File: src/rtl/core/pcl_pkg.sv
// Package of the process calculus lexer: widths, token codes, controller types.
// Used by the interfaces, datapath, controller, top level, checker and testbench; depends on nothing.
package pcl_pkg;

    // Default sizes and fixed field widths.
    localparam int MAX_WORD_DEF  = 16;
    localparam int POS_WIDTH_DEF = 16;
    localparam int KIND_W        = 5;
    localparam int LINE_W        = 16;
    localparam int CHAR_W        = 8;
    localparam int INDEX_W       = 4;

    // Token and error codes carried in the kind field.
    typedef enum logic [KIND_W-1:0] {
        K_IDENT        = 5'd0,
        K_NUMBER       = 5'd1,
        K_AGENT        = 5'd2,
        K_TAU          = 5'd3,
        K_SEMI         = 5'd4,
        K_LPAREN       = 5'd5,
        K_RPAREN       = 5'd6,
        K_LBRACK       = 5'd7,
        K_RBRACK       = 5'd8,
        K_LANGLE       = 5'd9,
        K_RANGLE       = 5'd10,
        K_COMMA        = 5'd11,
        K_QUOTE        = 5'd12,
        K_EQUAL        = 5'd13,
        K_DOT          = 5'd14,
        K_PLUS         = 5'd15,
        K_BAR          = 5'd16,
        K_CARET        = 5'd17,
        K_TILDE        = 5'd18,
        K_ERR_LETTER   = 5'd19,
        K_ERR_UNKNOWN  = 5'd20,
        K_ERR_TOO_LONG = 5'd21,
        K_END          = 5'd22
    } t_kind;

    // Controller states.
    typedef enum logic [2:0] {
        ST_IDLE,
        ST_FLUSH_RD,
        ST_FLUSH_CHAR,
        ST_FLUSH_TOKEN,
        ST_EVENT,
        ST_END
    } t_state;

    // Source of the next result loaded into the output register.
    typedef enum logic [1:0] {
        SEL_CHAR,
        SEL_TOKEN,
        SEL_EVENT,
        SEL_END
    } t_sel;

    // Commands from the controller to the datapath.
    typedef struct packed {
        logic accept;
        logic rd_first;
        logic rd_next;
        logic load;
        t_sel sel;
        logic last;
        logic clear_word;
        logic clear_all;
    } t_cmd;

    // Status from the datapath to the controller.
    typedef struct packed {
        logic flush_req;
        logic event_req;
        logic end_req;
        logic word_char;
        logic word_empty;
        logic word_special;
        logic flush_final;
        logic out_free;
    } t_stat;

    // Result of the symbol lookup.
    typedef struct packed {
        logic  hit;
        t_kind kind;
    } t_sym_hit;

    // Maps one of the fifteen punctuation characters to its token code.
    function automatic t_sym_hit decode_symbol(input logic [CHAR_W-1:0] c);
        t_sym_hit r;
        r.hit  = 1'b1;
        r.kind = K_IDENT;
        case (c)
            ";":     r.kind = K_SEMI;
            "(":     r.kind = K_LPAREN;
            ")":     r.kind = K_RPAREN;
            "[":     r.kind = K_LBRACK;
            "]":     r.kind = K_RBRACK;
            "<":     r.kind = K_LANGLE;
            ">":     r.kind = K_RANGLE;
            ",":     r.kind = K_COMMA;
            "'":     r.kind = K_QUOTE;
            "=":     r.kind = K_EQUAL;
            ".":     r.kind = K_DOT;
            "+":     r.kind = K_PLUS;
            "|":     r.kind = K_BAR;
            "^":     r.kind = K_CARET;
            "~":     r.kind = K_TILDE;
            default: r.hit  = 1'b0;
        endcase
        return r;
    endfunction

    // True when c is the character of the keyword "agent" at position pos.
    function automatic logic agent_char(input logic [2:0] pos, input logic [CHAR_W-1:0] c);
        logic r;
        r = 1'b0;
        case (pos)
            3'd0:    r = (c == "a");
            3'd1:    r = (c == "g");
            3'd2:    r = (c == "e");
            3'd3:    r = (c == "n");
            3'd4:    r = (c == "t");
            default: r = 1'b0;
        endcase
        return r;
    endfunction

    // True when c is the character of the keyword "tau" at position pos.
    function automatic logic tau_char(input logic [2:0] pos, input logic [CHAR_W-1:0] c);
        logic r;
        r = 1'b0;
        case (pos)
            3'd0:    r = (c == "t");
            3'd1:    r = (c == "a");
            3'd2:    r = (c == "u");
            default: r = 1'b0;
        endcase
        return r;
    endfunction

endpackage

File: src/rtl/core/pcl_intf.sv
// Valid/ready channel interfaces for source bytes and result tokens.
// Depends on pcl_pkg for the field widths.
interface pcl_in_if;
    import pcl_pkg::*;
    logic              valid;
    logic              ready;
    logic [CHAR_W-1:0] text_byte;
    logic              byte_valid;
    logic              end_of_input;

    modport source (output valid, text_byte, byte_valid, end_of_input, input ready);
    modport sink   (input valid, text_byte, byte_valid, end_of_input, output ready);
endinterface

interface pcl_out_if;
    import pcl_pkg::*;
    logic               valid;
    logic               ready;
    logic [KIND_W-1:0]  kind;
    logic [LINE_W-1:0]  line;
    logic [LINE_W-1:0]  column;
    logic [CHAR_W-1:0]  text_char;
    logic [INDEX_W-1:0] char_index;
    logic               any_error;
    logic               last;

    modport source (output valid, kind, line, column, text_char, char_index, any_error, last,
                    input ready);
    modport sink   (input valid, kind, line, column, text_char, char_index, any_error, last,
                    output ready);
endinterface

File: src/rtl/core/pcl_ram.sv
// Generic single-port-write, single-port-read RAM with registered read data.
// Depends on nothing.
module pcl_ram #(
    parameter int WIDTH = 8,
    parameter int DEPTH = 16
) (
    input  logic                     i_clk,
    input  logic                     i_wr_en,
    input  logic [$clog2(DEPTH)-1:0] i_wr_addr,
    input  logic [WIDTH-1:0]         i_wr_data,
    input  logic                     i_rd_en,
    input  logic [$clog2(DEPTH)-1:0] i_rd_addr,
    output logic [WIDTH-1:0]         o_rd_data
);
    logic [WIDTH-1:0] r_mem [DEPTH];
    logic [WIDTH-1:0] r_rd_data;

    // Write port and registered read port.
    always_ff @(posedge i_clk) begin
        if (i_wr_en) begin
            r_mem[i_wr_addr] <= i_wr_data;
        end
        if (i_rd_en) begin
            r_rd_data <= r_mem[i_rd_addr];
        end
    end

    assign o_rd_data = r_rd_data;
endmodule

File: src/rtl/core/pcl_datapath.sv
// Datapath of the lexer: byte decode, position counters, word buffer and output register.
// Depends on pcl_pkg and pcl_ram; driven by pcl_controller.
module pcl_datapath #(
    parameter int MAX_WORD  = pcl_pkg::MAX_WORD_DEF,
    parameter int POS_WIDTH = pcl_pkg::POS_WIDTH_DEF
) (
    input  logic                        i_clk,
    input  logic                        i_rst_n,
    input  pcl_pkg::t_cmd               i_cmd,
    output pcl_pkg::t_stat              o_stat,
    input  logic [pcl_pkg::CHAR_W-1:0]  i_text_byte,
    input  logic                        i_byte_valid,
    input  logic                        i_end_of_input,
    input  logic                        i_out_ready,
    output logic                        o_out_valid,
    output logic [pcl_pkg::KIND_W-1:0]  o_kind,
    output logic [pcl_pkg::LINE_W-1:0]  o_line,
    output logic [pcl_pkg::LINE_W-1:0]  o_column,
    output logic [pcl_pkg::CHAR_W-1:0]  o_text_char,
    output logic [pcl_pkg::INDEX_W-1:0] o_char_index,
    output logic                        o_any_error,
    output logic                        o_last
);
    import pcl_pkg::*;

    localparam int LEN_W = $clog2(MAX_WORD + 1);
    localparam int IDX_W = $clog2(MAX_WORD);
    localparam logic [POS_WIDTH-1:0] POS_MAX = '1;

    // Position and lexer state.
    logic [POS_WIDTH-1:0] r_line, r_col;
    logic [POS_WIDTH-1:0] r_start_line, r_start_col;
    logic                 r_in_comment, r_err_seen;
    logic [LEN_W-1:0]     r_len;
    logic                 r_num, r_agent, r_tau;
    logic [IDX_W-1:0]     r_idx;

    // Pending event captured when the byte is taken.
    logic [KIND_W-1:0]    r_ev_kind;
    logic [POS_WIDTH-1:0] r_ev_line, r_ev_col;
    logic                 r_ev_err;

    // Output register.
    logic                 r_out_valid;
    logic [KIND_W-1:0]    r_out_kind;
    logic [LINE_W-1:0]    r_out_line, r_out_col;
    logic [CHAR_W-1:0]    r_out_char;
    logic [INDEX_W-1:0]   r_out_index;
    logic                 r_out_any_error, r_out_last;

    // Decode signals.
    t_sym_hit             sym;
    logic                 active, is_ws, is_nl, is_pct, is_digit, is_letter;
    logic                 err_letter, too_long, do_write, unknown, col_inc;
    logic [POS_WIDTH-1:0] col_sat, line_sat;
    logic                 n_agent, n_tau;
    logic                 word_special, flush_final, out_free;
    logic [CHAR_W-1:0]    rd_data;
    logic                 rd_en;
    logic [IDX_W-1:0]     rd_addr;

    // Classify the offered byte against the current word.
    always_comb begin
        sym        = decode_symbol(i_text_byte);
        active     = i_byte_valid && !r_in_comment;
        is_ws      = (i_text_byte == " ") || (i_text_byte == "\t") || (i_text_byte == "\r");
        is_nl      = (i_text_byte == "\n");
        is_pct     = (i_text_byte == "%");
        is_digit   = (i_text_byte >= "0") && (i_text_byte <= "9");
        is_letter  = ((i_text_byte >= "a") && (i_text_byte <= "z")) ||
                     ((i_text_byte >= "A") && (i_text_byte <= "Z")) || (i_text_byte == "_");
        err_letter = active && is_letter && (r_len != '0) && r_num;
        too_long   = active && (is_digit || is_letter) && !err_letter &&
                     (r_len >= LEN_W'(MAX_WORD));
        do_write   = active && (is_digit || is_letter) && !err_letter && !too_long;
        unknown    = active && !(is_ws || is_nl || is_pct || sym.hit || is_digit || is_letter);
        col_inc    = active && (is_ws || is_pct || sym.hit || too_long || do_write || unknown);
        col_sat    = (r_col == POS_MAX) ? r_col : r_col + 1'b1;
        line_sat   = (r_line == POS_MAX) ? r_line : r_line + 1'b1;
        n_agent    = ((r_len == '0) || r_agent) && (r_len < LEN_W'(5)) &&
                     agent_char(r_len[2:0], i_text_byte);
        n_tau      = ((r_len == '0) || r_tau) && (r_len < LEN_W'(3)) &&
                     tau_char(r_len[2:0], i_text_byte);
    end

    assign word_special = (r_agent && (r_len == LEN_W'(5))) || (r_tau && (r_len == LEN_W'(3)));
    assign flush_final  = (LEN_W'(r_idx) + 1'b1) == r_len;
    assign out_free     = !r_out_valid || i_out_ready;

    // Status toward the controller.
    always_comb begin
        o_stat.flush_req    = active && (is_ws || is_nl || is_pct || sym.hit);
        o_stat.event_req    = sym.hit && active || err_letter || too_long || unknown;
        o_stat.end_req      = i_end_of_input;
        o_stat.word_char    = do_write;
        o_stat.word_empty   = (r_len == '0);
        o_stat.word_special = word_special;
        o_stat.flush_final  = flush_final;
        o_stat.out_free     = out_free;
    end

    // Word buffer read address: first character, then one step per emitted character.
    assign rd_en   = i_cmd.rd_first || i_cmd.rd_next;
    assign rd_addr = i_cmd.rd_first ? '0 : IDX_W'(r_idx + 1'b1);

    pcl_ram #(
        .WIDTH (CHAR_W),
        .DEPTH (MAX_WORD)
    ) u_word_ram (
        .i_clk     (i_clk),
        .i_wr_en   (i_cmd.accept && do_write),
        .i_wr_addr (IDX_W'(r_len)),
        .i_wr_data (i_text_byte),
        .i_rd_en   (rd_en),
        .i_rd_addr (rd_addr),
        .o_rd_data (rd_data)
    );

    // Lexer state: positions, comment flag, word length and error flag.
    always_ff @(posedge i_clk) begin
        if (!i_rst_n || i_cmd.clear_all) begin
            r_line       <= '0;
            r_col        <= '0;
            r_in_comment <= 1'b0;
            r_err_seen   <= 1'b0;
            r_len        <= '0;
        end else begin
            if (i_cmd.accept) begin
                if (i_byte_valid && is_nl) begin
                    r_line <= line_sat;
                    r_col  <= '0;
                end else if (col_inc) begin
                    r_col <= col_sat;
                end
                if (active && is_pct) begin
                    r_in_comment <= 1'b1;
                end else if (r_in_comment && i_byte_valid && is_nl) begin
                    r_in_comment <= 1'b0;
                end
                if (do_write) begin
                    r_len <= r_len + 1'b1;
                end
            end
            if (i_cmd.clear_word) begin
                r_len <= '0;
            end
            if (i_cmd.load && (i_cmd.sel == SEL_EVENT) && r_ev_err) begin
                r_err_seen <= 1'b1;
            end
        end
    end

    // Word attributes, event capture and read index.
    always_ff @(posedge i_clk) begin
        if (i_cmd.accept && do_write) begin
            r_agent <= n_agent;
            r_tau   <= n_tau;
            if (r_len == '0) begin
                r_num        <= is_digit;
                r_start_line <= r_line;
                r_start_col  <= r_col;
            end
        end
        if (i_cmd.accept) begin
            r_ev_line <= r_line;
            r_ev_col  <= unknown ? col_sat : r_col;
            r_ev_err  <= !sym.hit;
            priority if (sym.hit) begin
                r_ev_kind <= sym.kind;
            end else if (err_letter) begin
                r_ev_kind <= K_ERR_LETTER;
            end else if (too_long) begin
                r_ev_kind <= K_ERR_TOO_LONG;
            end else begin
                r_ev_kind <= K_ERR_UNKNOWN;
            end
        end
        if (rd_en) begin
            r_idx <= rd_addr;
        end
    end

    // Output register valid flag.
    always_ff @(posedge i_clk) begin
        if (!i_rst_n) begin
            r_out_valid <= 1'b0;
        end else if (i_cmd.load) begin
            r_out_valid <= 1'b1;
        end else if (i_out_ready) begin
            r_out_valid <= 1'b0;
        end
    end

    // Output register payload.
    always_ff @(posedge i_clk) begin
        if (i_cmd.load) begin
            r_out_last      <= i_cmd.last;
            r_out_char      <= '0;
            r_out_index     <= '0;
            r_out_any_error <= 1'b0;
            unique case (i_cmd.sel)
                SEL_CHAR: begin
                    r_out_kind  <= r_num ? K_NUMBER : K_IDENT;
                    r_out_line  <= LINE_W'(r_start_line);
                    r_out_col   <= LINE_W'(r_start_col);
                    r_out_char  <= rd_data;
                    r_out_index <= INDEX_W'(r_idx);
                end
                SEL_TOKEN: begin
                    r_out_kind <= (r_agent && (r_len == LEN_W'(5))) ? K_AGENT : K_TAU;
                    r_out_line <= LINE_W'(r_start_line);
                    r_out_col  <= LINE_W'(r_start_col);
                end
                SEL_EVENT: begin
                    r_out_kind <= r_ev_kind;
                    r_out_line <= LINE_W'(r_ev_line);
                    r_out_col  <= LINE_W'(r_ev_col);
                end
                SEL_END: begin
                    r_out_kind      <= K_END;
                    r_out_line      <= LINE_W'(r_line);
                    r_out_col       <= LINE_W'(r_col);
                    r_out_any_error <= r_err_seen;
                end
            endcase
        end
    end

    assign o_out_valid  = r_out_valid;
    assign o_kind       = r_out_kind;
    assign o_line       = r_out_line;
    assign o_column     = r_out_col;
    assign o_text_char  = r_out_char;
    assign o_char_index = r_out_index;
    assign o_any_error  = r_out_any_error;
    assign o_last       = r_out_last;
endmodule

File: src/rtl/core/pcl_controller.sv
// Controller of the lexer: sequences word flushes, events and the end result.
// Depends on pcl_pkg; commands pcl_datapath.
module pcl_controller (
    input  logic           i_clk,
    input  logic           i_rst_n,
    input  logic           i_in_valid,
    output logic           o_in_ready,
    input  pcl_pkg::t_stat i_stat,
    output pcl_pkg::t_cmd  o_cmd
);
    import pcl_pkg::*;

    t_state r_state, n_state;
    logic   r_pend_event, n_pend_event;
    logic   r_pend_end, n_pend_end;

    // Picks the next piece of work for the current item.
    function automatic t_state dispatch(input logic flush_first, input logic ev,
                                        input logic fin, input logic empty);
        t_state s;
        priority if (flush_first && !empty) begin
            s = ST_FLUSH_RD;
        end else if (ev) begin
            s = ST_EVENT;
        end else if (fin && !empty) begin
            s = ST_FLUSH_RD;
        end else if (fin) begin
            s = ST_END;
        end else begin
            s = ST_IDLE;
        end
        return s;
    endfunction

    // State and pending-work registers.
    always_ff @(posedge i_clk) begin
        if (!i_rst_n) begin
            r_state      <= ST_IDLE;
            r_pend_event <= 1'b0;
            r_pend_end   <= 1'b0;
        end else begin
            r_state      <= n_state;
            r_pend_event <= n_pend_event;
            r_pend_end   <= n_pend_end;
        end
    end

    // Next state.
    always_comb begin
        n_state      = r_state;
        n_pend_event = r_pend_event;
        n_pend_end   = r_pend_end;
        unique case (r_state)
            ST_IDLE: begin
                if (i_in_valid) begin
                    n_pend_event = i_stat.event_req;
                    n_pend_end   = i_stat.end_req;
                    n_state      = dispatch(i_stat.flush_req, i_stat.event_req,
                                            i_stat.end_req,
                                            i_stat.word_empty && !i_stat.word_char);
                end
            end
            ST_FLUSH_RD: begin
                n_state = i_stat.word_special ? ST_FLUSH_TOKEN : ST_FLUSH_CHAR;
            end
            ST_FLUSH_CHAR: begin
                if (i_stat.out_free && i_stat.flush_final) begin
                    n_state = dispatch(1'b0, r_pend_event, r_pend_end, 1'b1);
                end
            end
            ST_FLUSH_TOKEN: begin
                if (i_stat.out_free) begin
                    n_state = dispatch(1'b0, r_pend_event, r_pend_end, 1'b1);
                end
            end
            ST_EVENT: begin
                if (i_stat.out_free) begin
                    n_pend_event = 1'b0;
                    n_state      = dispatch(1'b0, 1'b0, r_pend_end, i_stat.word_empty);
                end
            end
            ST_END: begin
                if (i_stat.out_free) begin
                    n_pend_end = 1'b0;
                    n_state    = ST_IDLE;
                end
            end
            default: n_state = ST_IDLE;
        endcase
    end

    // Commands to the datapath.
    always_comb begin
        o_cmd      = '0;
        o_cmd.sel  = SEL_CHAR;
        o_in_ready = 1'b0;
        unique case (r_state)
            ST_IDLE: begin
                o_in_ready   = 1'b1;
                o_cmd.accept = i_in_valid;
            end
            ST_FLUSH_RD: begin
                o_cmd.rd_first = !i_stat.word_special;
            end
            ST_FLUSH_CHAR: begin
                if (i_stat.out_free) begin
                    o_cmd.load       = 1'b1;
                    o_cmd.sel        = SEL_CHAR;
                    o_cmd.last       = i_stat.flush_final && !r_pend_event && !r_pend_end;
                    o_cmd.clear_word = i_stat.flush_final;
                    o_cmd.rd_next    = !i_stat.flush_final;
                end
            end
            ST_FLUSH_TOKEN: begin
                if (i_stat.out_free) begin
                    o_cmd.load       = 1'b1;
                    o_cmd.sel        = SEL_TOKEN;
                    o_cmd.last       = !r_pend_event && !r_pend_end;
                    o_cmd.clear_word = 1'b1;
                end
            end
            ST_EVENT: begin
                if (i_stat.out_free) begin
                    o_cmd.load = 1'b1;
                    o_cmd.sel  = SEL_EVENT;
                    o_cmd.last = !r_pend_end;
                end
            end
            ST_END: begin
                if (i_stat.out_free) begin
                    o_cmd.load      = 1'b1;
                    o_cmd.sel       = SEL_END;
                    o_cmd.last      = 1'b1;
                    o_cmd.clear_all = 1'b1;
                end
            end
            default: o_in_ready = 1'b0;
        endcase
    end
endmodule

File: src/rtl/core/process_calculus_lexer.sv
// Top level of the process calculus lexer: controller, datapath and channel ports.
// Depends on pcl_pkg, pcl_intf, pcl_controller and pcl_datapath.
//
//   Port    Role     Carries
//   i_in    sink     text_byte, byte_valid, end_of_input
//   o_out   source   kind, line, column, text_char, char_index, any_error, last
//
// Each item is taken in the idle state; its results are then loaded one by
// one, a word flushed before the symbol that ends it and the end result last.
// Flushing a word reads the word buffer, then loads one result per character
// (one token for agent or tau). Reset is synchronous and active low; the
// output register holds a result while o_out.ready is low, and the block
// accepts a new item only after all results of the previous one are loaded.
module process_calculus_lexer #(
    parameter int MAX_WORD  = pcl_pkg::MAX_WORD_DEF,
    parameter int POS_WIDTH = pcl_pkg::POS_WIDTH_DEF
) (
    input  logic      i_clk,
    input  logic      i_rst_n,
    pcl_in_if.sink    i_in,
    pcl_out_if.source o_out
);
    import pcl_pkg::*;

    t_cmd  cmd;
    t_stat stat;
    logic  in_ready;

    pcl_controller u_controller (
        .i_clk      (i_clk),
        .i_rst_n    (i_rst_n),
        .i_in_valid (i_in.valid),
        .o_in_ready (in_ready),
        .i_stat     (stat),
        .o_cmd      (cmd)
    );

    pcl_datapath #(
        .MAX_WORD  (MAX_WORD),
        .POS_WIDTH (POS_WIDTH)
    ) u_datapath (
        .i_clk          (i_clk),
        .i_rst_n        (i_rst_n),
        .i_cmd          (cmd),
        .o_stat         (stat),
        .i_text_byte    (i_in.text_byte),
        .i_byte_valid   (i_in.byte_valid),
        .i_end_of_input (i_in.end_of_input),
        .i_out_ready    (o_out.ready),
        .o_out_valid    (o_out.valid),
        .o_kind         (o_out.kind),
        .o_line         (o_out.line),
        .o_column       (o_out.column),
        .o_text_char    (o_out.text_char),
        .o_char_index   (o_out.char_index),
        .o_any_error    (o_out.any_error),
        .o_last         (o_out.last)
    );

    assign i_in.ready = in_ready;
endmodule

File: src/flat_wrapper.sv
// flat-port wrapper written by rule: the top's interface ports become plain ports
module process_calculus_lexer_flat import pcl_pkg::*;
#(
    parameter int MAX_WORD  = pcl_pkg::MAX_WORD_DEF,
    parameter int POS_WIDTH = pcl_pkg::POS_WIDTH_DEF
)
  (i_clk, i_rst_n, i_in_valid, i_in_text_byte, i_in_byte_valid, i_in_end_of_input, i_in_ready, o_out_valid, o_out_kind, o_out_line, o_out_column, o_out_text_char, o_out_char_index, o_out_any_error, o_out_last, o_out_ready);
  pcl_in_if i_in_i ();
  pcl_out_if o_out_i ();
  input  logic i_clk;
  input  logic i_rst_n;
  input wire logic [$bits(i_in_i.valid)-1:0] i_in_valid;
  input wire logic [$bits(i_in_i.text_byte)-1:0] i_in_text_byte;
  input wire logic [$bits(i_in_i.byte_valid)-1:0] i_in_byte_valid;
  input wire logic [$bits(i_in_i.end_of_input)-1:0] i_in_end_of_input;
  output wire logic [$bits(i_in_i.ready)-1:0] i_in_ready;
  output wire logic [$bits(o_out_i.valid)-1:0] o_out_valid;
  output wire logic [$bits(o_out_i.kind)-1:0] o_out_kind;
  output wire logic [$bits(o_out_i.line)-1:0] o_out_line;
  output wire logic [$bits(o_out_i.column)-1:0] o_out_column;
  output wire logic [$bits(o_out_i.text_char)-1:0] o_out_text_char;
  output wire logic [$bits(o_out_i.char_index)-1:0] o_out_char_index;
  output wire logic [$bits(o_out_i.any_error)-1:0] o_out_any_error;
  output wire logic [$bits(o_out_i.last)-1:0] o_out_last;
  input wire logic [$bits(o_out_i.ready)-1:0] o_out_ready;
  assign i_in_i.valid = i_in_valid;
  assign i_in_i.text_byte = i_in_text_byte;
  assign i_in_i.byte_valid = i_in_byte_valid;
  assign i_in_i.end_of_input = i_in_end_of_input;
  assign i_in_ready = i_in_i.ready;
  assign o_out_valid = o_out_i.valid;
  assign o_out_kind = o_out_i.kind;
  assign o_out_line = o_out_i.line;
  assign o_out_column = o_out_i.column;
  assign o_out_text_char = o_out_i.text_char;
  assign o_out_char_index = o_out_i.char_index;
  assign o_out_any_error = o_out_i.any_error;
  assign o_out_last = o_out_i.last;
  assign o_out_i.ready = o_out_ready;
  process_calculus_lexer #(.MAX_WORD(MAX_WORD), .POS_WIDTH(POS_WIDTH)) u_core (.i_clk(i_clk), .i_rst_n(i_rst_n), .i_in(i_in_i), .o_out(o_out_i));
endmodule
File: config.mk
export PLATFORM = sky130hd
export DESIGN_NAME = process_calculus_lexer_flat
export DESIGN_NICKNAME = d
export VERILOG_FILES = /design/src/rtl/core/pcl_pkg.sv /design/src/rtl/core/pcl_intf.sv /design/src/rtl/core/pcl_ram.sv /design/src/rtl/core/pcl_datapath.sv /design/src/rtl/core/pcl_controller.sv /design/src/rtl/core/process_calculus_lexer.sv /design/src/flat_wrapper.sv
export SDC_FILE = /design/constraint.sdc
export NUM_CORES = 1
export LEC_CHECK = 0
export BUFFER_PORTS_ARGS = -buffer_cell sky130_fd_sc_hd__buf_2
export CORE_MARGIN = 2
export CORE_UTILIZATION = 27
export CTS_CLUSTER_DIAMETER = 100
export DETAILED_ROUTE_END_ITERATION = 12
export PLACE_DENSITY = 0.49
export SLEW_MARGIN = 20
export SYNTH_ARGS = -nofsm -noshare
export SYNTH_HDL_FRONTEND = slang
export SYNTH_SLANG_ARGS = --single-unit
File: constraint.sdc
create_clock -name i_clk -period 12.1 [get_ports i_clk]
set_input_delay 3.63 -clock i_clk [delete_from_list [all_inputs] [get_ports i_clk]]
set_output_delay 3.63 -clock i_clk [all_outputs]
set_load 0.01 [all_outputs]
======== Word level (Yosys, flattened, before mapping) ========
Memory sizes are Yosys's and may differ from the RTL's. A register that Yosys moved wholly into a read port is not among the register bits.
Cells that the tools add are included.
word-level totals
  register bits ........................... 173
  memory bits (writable) .................. 128
  input port bits ......................... 14
  output and inout bits ................... 53
  word-level logic and storage cells ...... 240
  memories kept ........................... 1
operators by class
  add/subtract/negate cells ............... 5
  order comparisons ....................... 9
  equality and inequality tests ........... 49
  muxes and demuxes ....................... 54
  bitwise logic cells ..................... 1
  reduce and logical (&&, ||, !) cells .... 95
memories
  name                                depth  width  rd ports  clocked after Yosys merged registers in  write ports  RTL line       text
  u_core.u_datapath.u_word_ram.r_mem  16     8      1         1                                        1            pcl_ram.sv:15  logic [WIDTH-1:0] r_mem [DEPTH];
operator list
  kind                                                  count
  == test 8 x 7 -> 1 bit (second input constant)        13
  == test 8 x 6 -> 1 bit (second input constant)        12
  one-hot mux 16 bit (3 select lines)                   2
  one-hot mux 5 bit (15 select lines)                   1
  two-way mux 16 bit                                    4
  two-way mux 3 bit                                     13
  logical AND 1 bit                                     36
  adder 16 x 1 -> 16 bit (second input constant)        2
  == test 16 bit (second input constant)                2
  logical OR 1 bit                                      24
  two-way mux 1 bit                                     20
  one-hot mux 5 bit (4 select lines)                    1
  one-hot mux 3 bit (6 select lines)                    1
  == test 8 x 4 -> 1 bit (second input constant)        2
  >= comparator 8 x 7 -> 1 bit (second input constant)  2
  <= comparator 8 x 7 -> 1 bit (second input constant)  2
  one-hot mux 4 bit (4 select lines)                    1
  OR reduction 15 bit                                   1
  logical NOT 1 bit                                     14
  == test 3 x 2 -> 1 bit (second input constant)        4
  two-way mux 4 bit                                     3
  two-way mux 5 bit                                     2
  inequality test 2 bit (second input constant)         5
  nonzero test 2 bit                                    5
  other kinds (28)                                      41

======== Depth between registers and ports, before layout ========
  depth in word-level cells ............... 21
  mapped depth ............................ 11
  gate-level depth less buffers ........... 9

======== By module ========
Synthesis repeated with hierarchy kept, for this count alone.
unflattened totals
  cells, all modules ...................... 1037
  area total of the unflattened synthesis .. 13849.5 µm²
modules (own cells, without submodules)
  module          instances  cells each  area an instance (µm²)
  pcl_datapath    1          742         8127.8
  pcl_ram         1          229         5227.5
  pcl_controller  1          66          494.2

======== Least setup slack after synthesis ========
Ideal clock, no wire load.
  path type ............................... input to register
  start point ............................. input port i_in_valid
  end point ............................... register u_core.u_datapath.r_num, enable pin
  library setup time ...................... 464 ps
  arrival ................................. 7831 ps
  data required time ...................... 11636 ps
  setup slack ............................. 3805 ps
  cell stages on the path ................. 6
  path through ............................ nand2_1 -> inv_1 -> nand2_1 -> nor3_2 -> nand2_1 -> nor3_1
RTL lines
  item                  RTL line             text
  start, declared       flat_wrapper.sv:12   input wire logic [$bits(i_in_i.valid)-1:0] i_in_valid;
  end signal, assigned  pcl_datapath.sv:159  r_num <= is_digit;
  end, declared         pcl_datapath.sv:35   logic r_num, r_agent, r_tau;

======== Worst setup path after layout ========
  start point ............................. input port i_in_text_byte[1]
  end point ............................... memory u_core.u_datapath.u_word_ram.r_mem[0][7], enable pin
on the way
  longest elaborated chain between the ends .. 15
  elaborated cells between the ends (all ways) .. 25
  classes of those cells .................. order compare: 6; eq/ne: 1; mux: 2; reduce/logical: 16
ends and longest elaborated chain
  item                                                  RTL line                                text
  start, declared                                       flat_wrapper.sv:13                      input wire logic [$bits(i_in_i.text_byte)-1:0] i_in_text_byte;
  >= comparator 8 x 7 -> 1 bit (tied with other cells)  pcl_datapath.sv:70                      is_letter = ((i_text_byte >= "a") && (i_text_byte <= "z")) ||
  logical AND 1 bit, on equally long branches           pcl_datapath.sv:70, pcl_datapath.sv:71
  logical OR 1 bit                                      pcl_datapath.sv:70
  logical OR 1 bit                                      pcl_datapath.sv:71                      ((i_text_byte >= "A") && (i_text_byte <= "Z")) || (i_text_byte == "_");
  logical AND 1 bit (3 in series)                       pcl_datapath.sv:72                      err_letter = active && is_letter && (r_len != '0) && r_num;
  logical NOT 1 bit                                     pcl_datapath.sv:73, pcl_datapath.sv:75
  logical AND 1 bit *                                   pcl_datapath.sv:73, pcl_datapath.sv:75
  logical AND 1 bit                                     pcl_datapath.sv:73                      too_long = active && (is_digit || is_letter) && !err_letter &&
  logical NOT 1 bit                                     pcl_datapath.sv:75                      do_write = active && (is_digit || is_letter) && !err_letter && !too_long;
  logical AND 1 bit *                                   pcl_datapath.sv:75
  logical AND 1 bit *                                   pcl_datapath.sv:111                     .i_wr_en (i_cmd.accept && do_write),
  net u_core.u_datapath.u_word_ram.i_wr_en              pcl_ram.sv:8                            input logic i_wr_en,
  two-way mux 1 bit *                                   pcl_ram.sv:20                           if (i_wr_en) begin
  two-way mux 1 bit (not written as such) *             pcl_ram.sv:21                           r_mem[i_wr_addr] <= i_wr_data;
  end, declared                                         pcl_ram.sv:15
The timed path passes the listed nets; every way through them passes the cells marked *.

==> summary.md <==
| Metric | Value |
|---|---|
| CORE AREA | 0.0488 sq mm |
| PortBufs | 66 |
| Syn_nets | 1095 |
| Final #Nets | 1146 |
| PD cells | 163 mW/mm^2 |
| Status | complete, no violations |
| DR WL/cell | 17.8 microns |
| Grt total ovfl | 0 |
| DRC viols | 0 |
| Hold crit path type | reg2reg |
| Hold Slack | 0.463 ns |
| H-tree Lvls | 2 |
| Seq cells post-synth | 309 |
| Yosys cell types | 74 |
| Via density | 4.76 |
| Fillers | 4946 |
| Vias | 8644 |
| CTS tree | built |
| Synth top area cells | edfxtp_1 (59%), dfxtp_1 (6.8%), nor2_1 (4.4%), a21oi_1 (2.2%), o22ai_1 (1.8%) |
| Max Cap Viol | 0 |
| Clock slew at reported path FFs | 0.06 ns |
| Hold Violations, Final | 0 |
| Crit path kind | in2reg |
| Pins Over Slew Limit | 0 |
| Cell with the most instances after synthesis | edfxtp_1 |
| Clock Path Buffers | 3 |
| Routability cong. | 0.758 |
| Post-synth ARST share | 0% |
| Yosys top cell area share | 59.4% |
| Die X | 226 microns |
| Final HPWL DP | 20.3 mm |
| Main synth FF type | edfxtp_1 |
| Final antenna-violating net count | 0 |
| TNS Setup | 0 ns |
| DRT iter0 DRCs | 657 |
| Crit. End Element | register |
| Worst Max-Slew Pin Slew | 1.06 ns |
| TritonCTS Buffers | 35 |
| CTS Hold Bufs | 0 |
| Peak supply drop | 0.102 mV |
| Area of the multi-input gates | 0.00424 sq mm |
| # resized after CTS | 0 |
| Sequential standard cell area | 0.00883 sq mm |
| Crit start category | primary input |
| Die area | 0.0512 sq mm |
| Routed wire length | 32.3 mm |
| Post-Place Cells | 1751 |
| Area leader, netlist | edfxtp_1 |
| Root Driver | clkbuf_16 |
| Latest clock arrival within the worst-skew pair | 0.54 ns |
| GRT Total Usage | 12.7% |
| Number of global-route vias before repair | 8455 |
| Die height | 226 microns |
| Top cells by count, synth | edfxtp_1 (264), nor2_1 (158), a21oi_1 (59) |
| RSZ-0062 raised after global routing | false |
| Non-filler cells in the finished layout | 1815 |
| Number of synthesized flops with an enable pin | 264 |
| CTS sink cnt | 309 |
| Share of layout cells above drive strength 1 | 14.5% |
| Clk_skew | 0.0309 ns |
| Initial DRT Pass Iterations | 5 |
| Post-CTS Setup Inserts | 0 |
| Io pins | 67 |
| Area delta synth->final | 16.2% |
| Rows | 81 |
| Period Utilization, post-route | 53.4% |
| Mapped Cells | 1073 |
| Warnings from Yosys | 0 |
| Initial antenna violation count | 2 |
| Count of final setup violators | 0 |
| Synth Area per Inst | 12.4 sq um |
| Period minus WS final | 6.46 ns |
| Seq/Total Area, Yosys | 66.2% |
| Pin count of the biggest net entering global routing | 55 |
| Data arrival, critical path | 6.62 ns |
| Starting density of the core | 27.3% |
| Global-route wire length before repair | 49.9 mm |
| Synth Cell Area | 0.0133 sq mm |
| Fmax | 0.155 GHz |
| Slew margin rel. | 28.9% |
| Pleak | 5.28 nW |
| Worst-path maximum fanout | 39 |
| Critical path required time | 12.25 ns |
[power breakdown]
part	internal, W	switching, W
clock network	0.000620	0.000418
logic	0.0000816	0.000173
registers	0.00121	0.0000165
total	0.00191	0.000608
[sequential cells by signal, indices dropped and copies added, names as in the netlist, 3 cells and up]
| name | cells |
|---|---|
| u_core.u_datapath.o_line | 16 |
| u_core.u_datapath.r_len | 5 |
| u_core.u_datapath.o_text_char | 8 |
| u_core.u_datapath.u_word_ram.r_mem | 128 |
| u_core.u_datapath.r_start_line | 16 |
| u_core.u_datapath.u_word_ram.o_rd_data | 8 |
| u_core.u_controller.r_state | 3 |
| u_core.u_datapath.r_col | 16 |
| u_core.u_datapath.o_kind | 5 |
| u_core.u_datapath.r_start_col | 16 |
| u_core.u_datapath.r_ev_line | 16 |
| u_core.u_datapath.r_line | 16 |
| u_core.u_datapath.o_column | 16 |
| u_core.u_datapath.r_ev_col | 16 |
| u_core.u_datapath.o_char_index | 4 |
| u_core.u_datapath.r_ev_kind | 5 |
| u_core.u_datapath.r_idx | 4 |
[layer usage]
metal / vias to the layer above / routed length (microns) / track usage (%)
li1: 4180 / - / -
met1: 4239 / 15500 / 17.8
met2: 176 / 14700 / 20.1
met3: 49 / 1360 / 2.32
met4: 0 / 699 / 3.88
met5: - / 0 / 0
[kinds of logic after synthesis]
logic type / synth area share, %
XOR/XNOR: 2.36
flip-flops: 66.2
AND/OR/NAND/NOR: 13.3
adder cells (fa/ha/maj): 0.751
multiplexers: 2.94
AO/OA/AOI/OAI: 12.0
buffers and inverters: 2.49
[through the flow]
step           total power, W  utilization, %  cell area [sq um]  worst slack [ns]
2_1_floorplan         0.00141               -              13300              3.80
3_3_place_gp          0.00151            29.4              14400              5.03
3_5_place_dp          0.00151            29.4              14400              4.91
4_1_cts               0.00256            31.7              15500              5.47
5_1_grt               0.00262            31.7              15500              5.28
6_report              0.00252            31.7              15500              5.64
[path summary, 6_finish.rpt]
| check | startpoint | end | slack (ns) | cells after the start |
|---|---|---|---|---|
| worst min-delay path | u_core.u_datapath.r_in_comment | u_core.u_datapath.r_in_comment | 0.46 | 2 |
| worst min register to register | u_core.u_datapath.r_in_comment | u_core.u_datapath.r_in_comment | 0.46 | 2 |
| worst max register to register | u_core.u_controller.r_state[0] | u_core.u_datapath.u_word_ram.r_mem[0][7] | 7.91 | 8 |
| worst max-delay path | i_in_text_byte[1] | u_core.u_datapath.u_word_ram.r_mem[0][7] | 5.64 | 7 |
[worst max-delay path, cell delays in order]
cell,delay (ns)
buf_2,0.55
nand3b_1,0.14
a41oi_1,0.38
a31oi_1,0.17
nor3_2,0.57
nand2_1,0.32
nor3_1,0.81
[layout make-up]
class	count	area share [%]
well taps	664	5.36
flip-flops and latches	309	57.0
inverters	16	0.388
clock buffers	49	6.19
multi-input cells	684	27.3
diodes	1	0.0161
repair buffers	78	2.71
clock inverters	14	1.02
[layout by cell type (no fill, tap or decap), types with 17 or more instances in the layout]
cell type	count
clkbuf_16	36
edfxtp_1	264
xor2_1	20
nor3_1	18
a31oi_1	21
buf_2	66
nand2_1	58
nor2_1	157
mux2i_1	20
o22ai_1	37
nor2b_1	21
dfxtp_1	45
a21oi_1	56
mux2_2	17
o21ai_0	18
nand3_1	29
Note: power is estimated with default switching activity, not from simulation.
